<file path="src/rtl/chacha20_seeded_stream_cipher_top_assert.svh">
// assertion macros for the seeded chacha20 stream cipher
`ifndef CHACHA20_SEEDED_STREAM_CIPHER_TOP_ASSERT_SVH
`define CHACHA20_SEEDED_STREAM_CIPHER_TOP_ASSERT_SVH
`ifndef SYNTH
`define CCS_ASSERT_IMPL(label, clk, rstn, cond, msg) \
    label: assert property (@(posedge clk) disable iff (!rstn) (cond)) else $error(msg);
`define CCS_ASSERT_NEXT(label, clk, rstn, pre, post, msg) \
    label: assert property (@(posedge clk) disable iff (!rstn) (pre) |=> (post)) else $error(msg);
`else
`define CCS_ASSERT_IMPL(label, clk, rstn, cond, msg)
`define CCS_ASSERT_NEXT(label, clk, rstn, pre, post, msg)
`endif
`endif

</file>
<file path="src/rtl/ccs_pkg.sv">
// shared types, constants and round functions for the seeded chacha20 cipher
package ccs_pkg;
    localparam int DOUBLE_ROUNDS_DEF = 10;
    localparam int BYTES_PER_ITEM_DEF = 8;
    localparam logic [31:0] SIGMA0 = 32'h61707865;
    localparam logic [31:0] SIGMA1 = 32'h3320646E;
    localparam logic [31:0] SIGMA2 = 32'h79622D32;
    localparam logic [31:0] SIGMA3 = 32'h6B206574;
    localparam logic [31:0] SEED_MIX = 32'h60616263;
    localparam logic [31:0] KEY_DELTA [8] = '{32'h00000000, 32'h0A0A0A0A, 32'h0C0C0C0C,
        32'h06060606, 32'h0E0E0E0E, 32'h0A0A0A0A, 32'h06060606, 32'h02020202};

    typedef logic [31:0] word_t;
    typedef word_t [15:0] blk_t;
    typedef logic [127:0] quad_t;

    typedef struct packed {
        logic        start;
        logic [31:0] seed;
        logic [63:0] counter;
    } blk_req_t;

    function automatic word_t rotl(word_t v, int r);
        rotl = (v << r) | (v >> (32 - r));
    endfunction

    // one quarter round, words packed a,b,c,d from high to low
    function automatic quad_t qround(quad_t q);
        word_t a, b, c, d;
        a = q[127:96]; b = q[95:64]; c = q[63:32]; d = q[31:0];
        a = a + b; d = rotl(d ^ a, 16);
        c = c + d; b = rotl(b ^ c, 12);
        a = a + b; d = rotl(d ^ a, 8);
        c = c + d; b = rotl(b ^ c, 7);
        qround = {a, b, c, d};
    endfunction
endpackage

</file>
<file path="src/rtl/ccs_qr_lane.sv">
// one quarter-round lane with its own registered output
module ccs_qr_lane import ccs_pkg::*; (
    input  logic  aclk,
    input  logic  load,
    input  quad_t q_in,
    output quad_t q_out
);
    quad_t q_reg;
    always_ff @(posedge aclk) begin
        if (load) begin
            q_reg <= qround(q_in);
        end
    end
    assign q_out = q_reg;
endmodule

</file>
<file path="src/rtl/ccs_block_core.sv">
// keystream block generator: four quarter-round lanes iterated over half rounds
module ccs_block_core import ccs_pkg::*; #(
    parameter int DOUBLE_ROUNDS = DOUBLE_ROUNDS_DEF
) (
    input  logic     aclk,
    input  logic     aresetn,
    input  blk_req_t req,
    output logic     busy,
    output logic     done,
    output blk_t     ks
);
    localparam int HALVES = 2 * DOUBLE_ROUNDS;
    localparam int CW = $clog2(HALVES + 1);

    blk_t init_reg, init_next;
    logic [CW-1:0] cnt_reg, cnt_next;
    logic busy_reg, busy_next, done_reg, done_next;
    blk_t w_cur, w_new;
    quad_t lane_in [4];
    quad_t lane_out [4];
    logic odd_reg, odd_next;
    logic first_reg, first_next;
    blk_t ks_reg, ks_next;
    logic [63:0] ctr;

    // working state lives in the lane registers; the first pass reads the init words
    always_comb begin
        w_cur = init_reg;
        if (!first_reg) begin
            // lane outputs back into word positions of the last half round
            for (int i = 0; i < 4; i++) begin
                if (!odd_reg) begin
                    w_cur[i]      = lane_out[i][127:96];
                    w_cur[4 + i]  = lane_out[i][95:64];
                    w_cur[8 + i]  = lane_out[i][63:32];
                    w_cur[12 + i] = lane_out[i][31:0];
                end else begin
                    w_cur[i]                  = lane_out[i][127:96];
                    w_cur[4 + ((i + 1) % 4)]  = lane_out[i][95:64];
                    w_cur[8 + ((i + 2) % 4)]  = lane_out[i][63:32];
                    w_cur[12 + ((i + 3) % 4)] = lane_out[i][31:0];
                end
            end
        end
        // odd_reg tells what the lanes hold; next pass is the other kind
        for (int i = 0; i < 4; i++) begin
            if (first_reg || odd_reg) begin
                lane_in[i] = {w_cur[i], w_cur[4 + i], w_cur[8 + i], w_cur[12 + i]};
            end else begin
                lane_in[i] = {w_cur[i], w_cur[4 + ((i + 1) % 4)],
                              w_cur[8 + ((i + 2) % 4)], w_cur[12 + ((i + 3) % 4)]};
            end
        end
        w_new = w_cur;
    end

    genvar g;
    generate
        for (g = 0; g < 4; g++) begin : g_lane
            ccs_qr_lane u_lane (
                .aclk  (aclk),
                .load  (busy_reg),
                .q_in  (lane_in[g]),
                .q_out (lane_out[g])
            );
        end
    endgenerate

    always_comb begin
        ctr = {req.seed, req.seed} + req.counter;
        init_next = init_reg;
        cnt_next = cnt_reg;
        busy_next = busy_reg;
        done_next = 1'b0;
        odd_next = odd_reg;
        first_next = first_reg;
        ks_next = ks_reg;
        if (req.start && !busy_reg) begin
            init_next[0] = SIGMA0; init_next[1] = SIGMA1;
            init_next[2] = SIGMA2; init_next[3] = SIGMA3;
            for (int i = 0; i < 8; i++) begin
                init_next[4 + i] = req.seed ^ SEED_MIX ^ KEY_DELTA[i];
            end
            init_next[12] = ctr[31:0];
            init_next[13] = ctr[63:32];
            init_next[14] = req.seed;
            init_next[15] = req.seed;
            cnt_next = '0;
            busy_next = 1'b1;
            first_next = 1'b1;
            odd_next = 1'b0;
        end else if (busy_reg) begin
            if (cnt_reg == CW'(HALVES)) begin
                // feed-forward merge of lane results
                for (int i = 0; i < 16; i++) begin
                    ks_next[i] = w_new[i] + init_reg[i];
                end
                busy_next = 1'b0;
                done_next = 1'b1;
            end else begin
                cnt_next = cnt_reg + 1'b1;
                first_next = 1'b0;
                odd_next = first_reg ? 1'b0 : !odd_reg;
            end
        end
    end

    always_ff @(posedge aclk) begin
        if (!aresetn) begin
            busy_reg <= 1'b0;
            done_reg <= 1'b0;
            cnt_reg <= '0;
            odd_reg <= 1'b0;
            first_reg <= 1'b1;
        end else begin
            busy_reg <= busy_next;
            done_reg <= done_next;
            cnt_reg <= cnt_next;
            odd_reg <= odd_next;
            first_reg <= first_next;
        end
        init_reg <= init_next;
        ks_reg <= ks_next;
    end

    assign busy = busy_reg;
    assign done = done_reg;
    assign ks = ks_reg;
endmodule

</file>
<file path="config.mk">
export PLATFORM = sky130hd
export DESIGN_NAME = ccs_block_core
export DESIGN_NICKNAME = d
export VERILOG_FILES = /design/src/rtl/chacha20_seeded_stream_cipher_top_assert.svh /design/src/rtl/ccs_pkg.sv /design/src/rtl/ccs_qr_lane.sv /design/src/rtl/ccs_block_core.sv
export SDC_FILE = /design/constraint.sdc
export NUM_CORES = 2
export LEC_CHECK = 0
export ABC_AREA = 0
export BUFFER_PORTS_ARGS = -buffer_cell sky130_fd_sc_hd__buf_2
export CELL_PAD_IN_SITES_DETAIL_PLACEMENT = 1
export CELL_PAD_IN_SITES_GLOBAL_PLACEMENT = 1
export CORE_ASPECT_RATIO = 0.5
export CORE_MARGIN = 2
export CORE_UTILIZATION = 27
export DETAILED_ROUTE_END_ITERATION = 10
export PLACE_DENSITY = 0.59
export SLEW_MARGIN = 0
export SYNTH_ARGS = -nofsm -noshare
export SYNTH_HDL_FRONTEND = slang
export SYNTH_SLANG_ARGS = --single-unit
</file>
<file path="constraint.sdc">
create_clock -name aclk -period 24.4 [get_ports aclk]
set_input_delay 4.88 -clock aclk [delete_from_list [all_inputs] [get_ports aclk]]
set_output_delay 4.88 -clock aclk [all_outputs]
set_load 0.01 [all_outputs]
</file>
# Word-level counts from Yosys, hierarchy flattened
# Index checks and enable logic that the tools add are counted.
# word_totals
regBits	1321
inputBits	99
# classes
add_sub_neg	34
n_eq_ne	1
muxes	22
bitwise	42
n_reduce_logical	8
# op_table
cell	count
adder 32 bit	28
2-to-1 mux 512 bit	1
bitwise XOR 32 bit	16
2-to-1 mux 96 bit	4
2-to-1 mux 32 bit	10
2-to-1 mux 64 bit	2
OR 32 x 12 -> 32 bit	4
OR 32 x 16 -> 32 bit	4
OR 32 x 7 -> 32 bit	4
OR 32 x 8 -> 32 bit	4
adder 32 x 31 -> 32 bit, second input constant	3
adder 64 bit	1
adder 32 x 30 -> 32 bit, second input constant	1
NOT 12 bit	2
NOT 8 bit	3
adder 5 x 1 -> 5 bit, second input constant	1
equality test 5 bit, second input constant	1
2-to-1 mux 1 bit	5
NOT 1 bit	4
NOT 4 bit	1
AND reduction 3 bit	1
OR reduction 3 bit	1
logical NOT 1 bit	2
AND reduction 2 bit	1
3 further kinds	3

# Longest topological paths before layout
# depth
depth_word	16
mapped_depth	82

# Modules after synthesis
# Synthesis repeated with hierarchy kept, for this count alone.
# hier_totals
hier_cells	10485
area_unflattened_um2	98243.0
# modules_own_cells
mod	instances	cells_per_inst	area_each_um2	seq_area_each_um2
ccs_block_core	1	6157	53349.9	19098.3
ccs_qr_lane (g_lane[0].u_lane ...)	3	1074	11183.2	3843.7
ccs_qr_lane (g_lane[3].u_lane)	1	1106	11343.4	3843.7

# Worst setup path after synthesis
# No wires, ideal clock.
# synth_path
path_kind	reg-to-reg
start	register busy_reg (netlist: busy)
end	register ks_reg, in the netlist ks[0] (enable)
setup_time_ps	940
arrival_ps	23492
setup_slack_ps	-32
stages_incl_launch_ff	2
path_buffers	0
synth_period_minus_slack_ps	24432
cell_sequence	dfxtp_1 > and2_1
# synth_via
elab_chain_cells	4
# synth_rtl
item	line_no	text
from (decl)	ccs_block_core.sv:17	logic busy_reg, busy_next, done_reg, done_next;
from (signal assigned)	ccs_block_core.sv:116	busy_reg <= busy_next;
logical NOT 1 bit	ccs_block_core.sv:78	if (req.start && !busy_reg) begin
logical AND 1 bit	ccs_block_core.sv:78	
NOT 1 bit (no line)	--	
AND reduction 3 bit (no line) (*)	--	
to (signal assigned)	ccs_block_core.sv:123	ks_reg <= ks_next;
to (decl)	ccs_block_core.sv:23	blk_t ks_reg, ks_next;
# Mark *: on every way between the ends. The rest lies on a longest branch, timed or not.
# A chain may end at the register's enable or synchronous reset.

# Final worst setup path
# layout_path
start	register odd_reg
end	register g_lane[1].u_lane.q_reg[69] (data pin)
# layout_via
elab_chain_cells	15
# layout_rtl
item	line_no	text
from (decl)	ccs_block_core.sv:21	logic odd_reg, odd_next;
from (signal assigned)	ccs_block_core.sv:119	odd_reg <= odd_next;
2-to-1 mux 32 bit	ccs_block_core.sv:32	if (!odd_reg) begin
2-to-1 mux 512 bit	ccs_block_core.sv:29	if (!first_reg) begin
2-to-1 mux 96 bit (*)	ccs_block_core.sv:47	if (first_reg || odd_reg) begin
adder 32 bit	ccs_pkg.sv:31	a = a + b; d = rotl(d ^ a, 16);
bitwise XOR 32 bit	ccs_pkg.sv:31	
OR 32 x 16 -> 32 bit	ccs_pkg.sv:24	rotl = (v << r) | (v >> (32 - r));
adder 32 bit	ccs_pkg.sv:32	c = c + d; b = rotl(b ^ c, 12);
bitwise XOR 32 bit	ccs_pkg.sv:32	
OR 32 x 12 -> 32 bit	ccs_pkg.sv:24	
adder 32 bit	ccs_pkg.sv:33	a = a + b; d = rotl(d ^ a, 8);
bitwise XOR 32 bit	ccs_pkg.sv:33	
OR 32 x 8 -> 32 bit	ccs_pkg.sv:24	
adder 32 bit	ccs_pkg.sv:34	c = c + d; b = rotl(b ^ c, 7);
bitwise XOR 32 bit (*)	ccs_pkg.sv:34	
OR 32 x 7 -> 32 bit (*)	ccs_pkg.sv:24	
to (signal assigned)	ccs_qr_lane.sv:11	q_reg <= qround(q_in);
to (decl)	ccs_qr_lane.sv:8	quad_t q_reg;
# Marked as above.

==> results.txt <==
On the final layout, the worst hold slack is 0.526 ns. For the number of slew-limit violations in the final report, the log shows 35. The worst-case reg-to-reg path depth was 66. For the starting density of the core, the log shows 0.271. The worst setup slack for register-to-register paths was 3.46 ns; the maximum achievable frequency was 47.8 MHz. Summed over all layers, the global routing overflow is 0. The final reports fail on capacitance limit, slew limit.

The count of endpoints failing setup in the final report was 0; the number of synthesized flops with an enable pin was 1,142. TritonCTS built the clock tree. The parity-gate share of the synthesized area counting xor and xnor cells is 0.141. The number of global-route vias before repair came out at 86.6k.

For the instance area after placement, the log shows 106,000 um2. The per-instance average area after synthesis is 9.36 um2. In this run the number of H-tree levels came out at 4. Leaving out fill and tap cells, the most frequent cell in the layout is a21oi_1. The multiplexer fraction of the synthesized cell area was 0.0154. The startpoint identified for the worst register-to-register timing path is odd_reg. The run finished, with violations left. The logs give 1.19 for the final weighted congestion in routability-driven placement and 12.0k for the layout net count. Row generation in the floorplan step produced 154 rows. Mapped cell area: 95,100 um2.

The die is 424 um tall. In this run, post-CTS hold repair placed 0 buffers. Aggregate global-route resource usage: 0.377. Among all stages on the critical path, the largest delay is contributed by a21oi_1.

Fraction of the yosys area taken by sequential cells: 0.362. The floorplan die width works out to 844 um. Gates resized during post-CTS repair numbered 0. After layout, the minimum clock period comes to 20.94 ns. The floorplan step defined a core boundary enclosing 351,000 um2. The largest buffer count on any clock path came out at 4. The via count was 94.3k.

The post-synthesis share of cell area spent on full adders, half adders and majority gates was 0.128; the total of max-cap violations was 16. For the pin with the worst max-slew slack, the measured transition is 1.74 ns. The Yosys step of the flow raised 0 warnings.

613 I/O pins were placed. The simple-gate area share of the yosys netlist is 0.125, and the clock-pin slew on the worst setup and hold paths is 0.07 ns. The cell occurring most often along the worst timing path was a21oi_1. The number of buffers added for setup after CTS is 0.

In the layout the commonest cells are 1,476 x a21oi_1, 1,142 x edfxtp_1, 918 x ha_1, 801 x xnor2_1, 725 x nand2_1. The pre-antenna-repair detailed-routing pass consisted of 7 iterations. The floorplan step defined a die boundary enclosing 357,000 um2.

Clock latency on the worst-skew pair, taken at its later pin, is 0.92 ns. The run gives 0 as the number of design rule violations left after detail routing. The tools report the critical path endpoint category as a flip-flop. The average detailed-routed wire length per instance is 44.5 um. Fraction of post-synthesis cell area in the top cell type by area: 0.360.

In this run the worst path has a maximum fanout of 98. Buffer cell driving the clock tree root: clkbuf_16. The number of endpoints with negative hold slack in the final report came out at 0. Counting every sink on the clock net gives 1,151. Among all flip-flop cells after synthesis, the most frequent one is edfxtp_1.

Compared with the post-synthesis result, the final layout area differs by 16.0%. The net count after synthesis is 11.2k. The unique cell type count in the Yosys netlist came out at 99. The post-synthesis async set-or-reset flop share is 0.

Capture point of the worst reg-to-reg path: g_lane[1].u_lane.q_out[69]. The fraction of the mapped netlist area in compound gates works out to 0.199. The HPWL after detailed placement is 613,000 um.

The first global-routing pass estimated 885,000 um of wire. The total detailed-routing wirelength was 704,000 um. The number of antenna violations at the first check in global routing was 180.

The finished cells cover 110,000 um2. The delay of the slowest critical-path stage was 1.15 ns; the share of post-route cells with drive strength above 1 was 0.118. The largest total area in the synthesized netlist belongs to edfxtp_1.

The critical path in this run is classified as flip-flop to flip-flop. The tightest min-delay check is of the flip-flop to flip-flop type. The number of synthesized register bits came out at 1,151. Setup repair after global routing left no endpoint under its margin. In the final timing run, aggregate negative setup slack is 0 ns. The normalized max-slew margin is -0.173, and the count of routing violations after the opening detailed-route iteration is 15.2k.

Start point of the critical path: odd_reg. Data on the critical path arrives at its endpoint at 21.44 ns. STA classifies the critical path startpoint as a flip-flop. In this run the worst setup path terminates at g_lane[1].u_lane.q_out[69]. The count of input and output buffers was 612. The share of the clock period used by the worst path after layout was 0.858. After synthesis, the cell types taking the most area are edfxtp_1 36%, ha_1 12%, a21oi_1 8.0%. The logs give 10.2k for the synthesized instance count and 128 for the pin count of the biggest net entering global routing. At the worst endpoint, the required time is 24.90 ns. The dominant combinational cell family by area after synthesis is compound AO/OA/AOI/OAI gates. Remaining antenna violation count: 0.

On the final layout, the worst clock skew is 0.0854 ns. The tools report the number of buffers added by the clock tree synthesis step as 141. After detailed routing, the number of vias per cell comes to 5.97.
==> worst min-delay path by stage <==
stage                    start          to  slack (ns)  cells past startpoint
finish              cnt_reg[3]  cnt_reg[3]        0.53                      2
global route        cnt_reg[3]  cnt_reg[3]        0.58                      2
CTS                 cnt_reg[3]  cnt_reg[3]        0.53                      2
detailed placement  cnt_reg[3]  cnt_reg[3]        0.52                      2
global placement    cnt_reg[3]  cnt_reg[3]        0.51                      2
floorplan           cnt_reg[3]  cnt_reg[3]        0.48                      2
==> worst max-delay path: cells and delay by family, from the launching register on <==
kind,cells,cell delay (ns)
and+or+nand+nor,6,0.85
adders and majority gates,6,2.38
xor gates and xnor gates,8,3.03
AOI/OAI and AO/OA,44,12.20
buffers and inverters,2,1.01
DFF,1,0.91
==> per-layer routing <==
| layer | vias up | share of wire | GRT usage |
|---|---|---|---|
| met4 | 90 | 0.037 | 0.124 |
| li1 | 38700 | - | - |
| met1 | 48800 | 0.44 | 0.529 |
| met2 | 5803 | 0.38 | 0.494 |
| met5 | - | 0.0016 | 0.0104 |
| met3 | 884 | 0.14 | 0.184 |
==> kinds of logic (layout without fill, tap and decap cells) <==
| kind of cell | Yosys count | count (layout) |
|---|---|---|
| AND/OR/NAND/NOR | 2547 | 2547 |
| AO/OA/AOI/OAI | 3145 | 3145 |
| adder cells (fa/ha/maj) | 955 | 955 |
| flip-flops | 1151 | 1151 |
| buffers and inverters | 742 | 1618 |
| other | 0 | 86 |
| XOR/XNOR | 1483 | 1483 |
| multiplexers | 146 | 146 |
==> through the flow <==
stage | cells | worst slack (ns) | util
global route | 15700 | 2.37 | 0.313
finish | 15800 | 3.46 | 0.314
CTS | 15700 | 3.89 | 0.313
floorplan | 10200 | 4.43 | -
detailed placement | 15500 | 3.97 | 0.300
global placement | 15500 | 3.90 | 0.300
==> final cells by class <==
| class | instances | area (um2) |
|---|---|---|
| Tap cell | 4680 | 5860 |
| Antenna cell | 86 | 215 |
| Sequential cell | 1151 | 34500 |
| Multi-Input combinational cell | 8276 | 58200 |
| Inverter | 487 | 1850 |
| Clock inverter | 85 | 856 |
| Timing Repair Buffer | 883 | 5170 |
| Fill cell | 40400 | 241000 |
| Clock buffer | 163 | 3700 |
==> synthesized netlist by cell type (25+ instances only) <==
library cell and instances:
a21oi_1 1528, edfxtp_1 1142, ha_1 918, xnor2_1 802, nand2_1 725, nor2_1 725
xor2_1 651, o21ai_0 493, inv_1 486, a21o_1 250, nand3_1 220, clkbuf_1 211
nor2b_1 177, nor3_1 171, mux2i_1 140, o21bai_1 140, nand2b_1 138, o21a_1 122
a31oi_1 106, or3_1 87, and3_1 74, or2_2 72, a211oi_1 53, o211ai_1 52
and2_1 48, a21boi_0 46, o2111ai_1 43, a41oi_1 37, nand4_1 31, buf_1 30
fa_1 29, o31ai_1 27, a211o_1 26, o31a_1 25
Power is not shown: default switching activity piles up to over one toggle a cycle in this logic, so the estimate is an artifact.
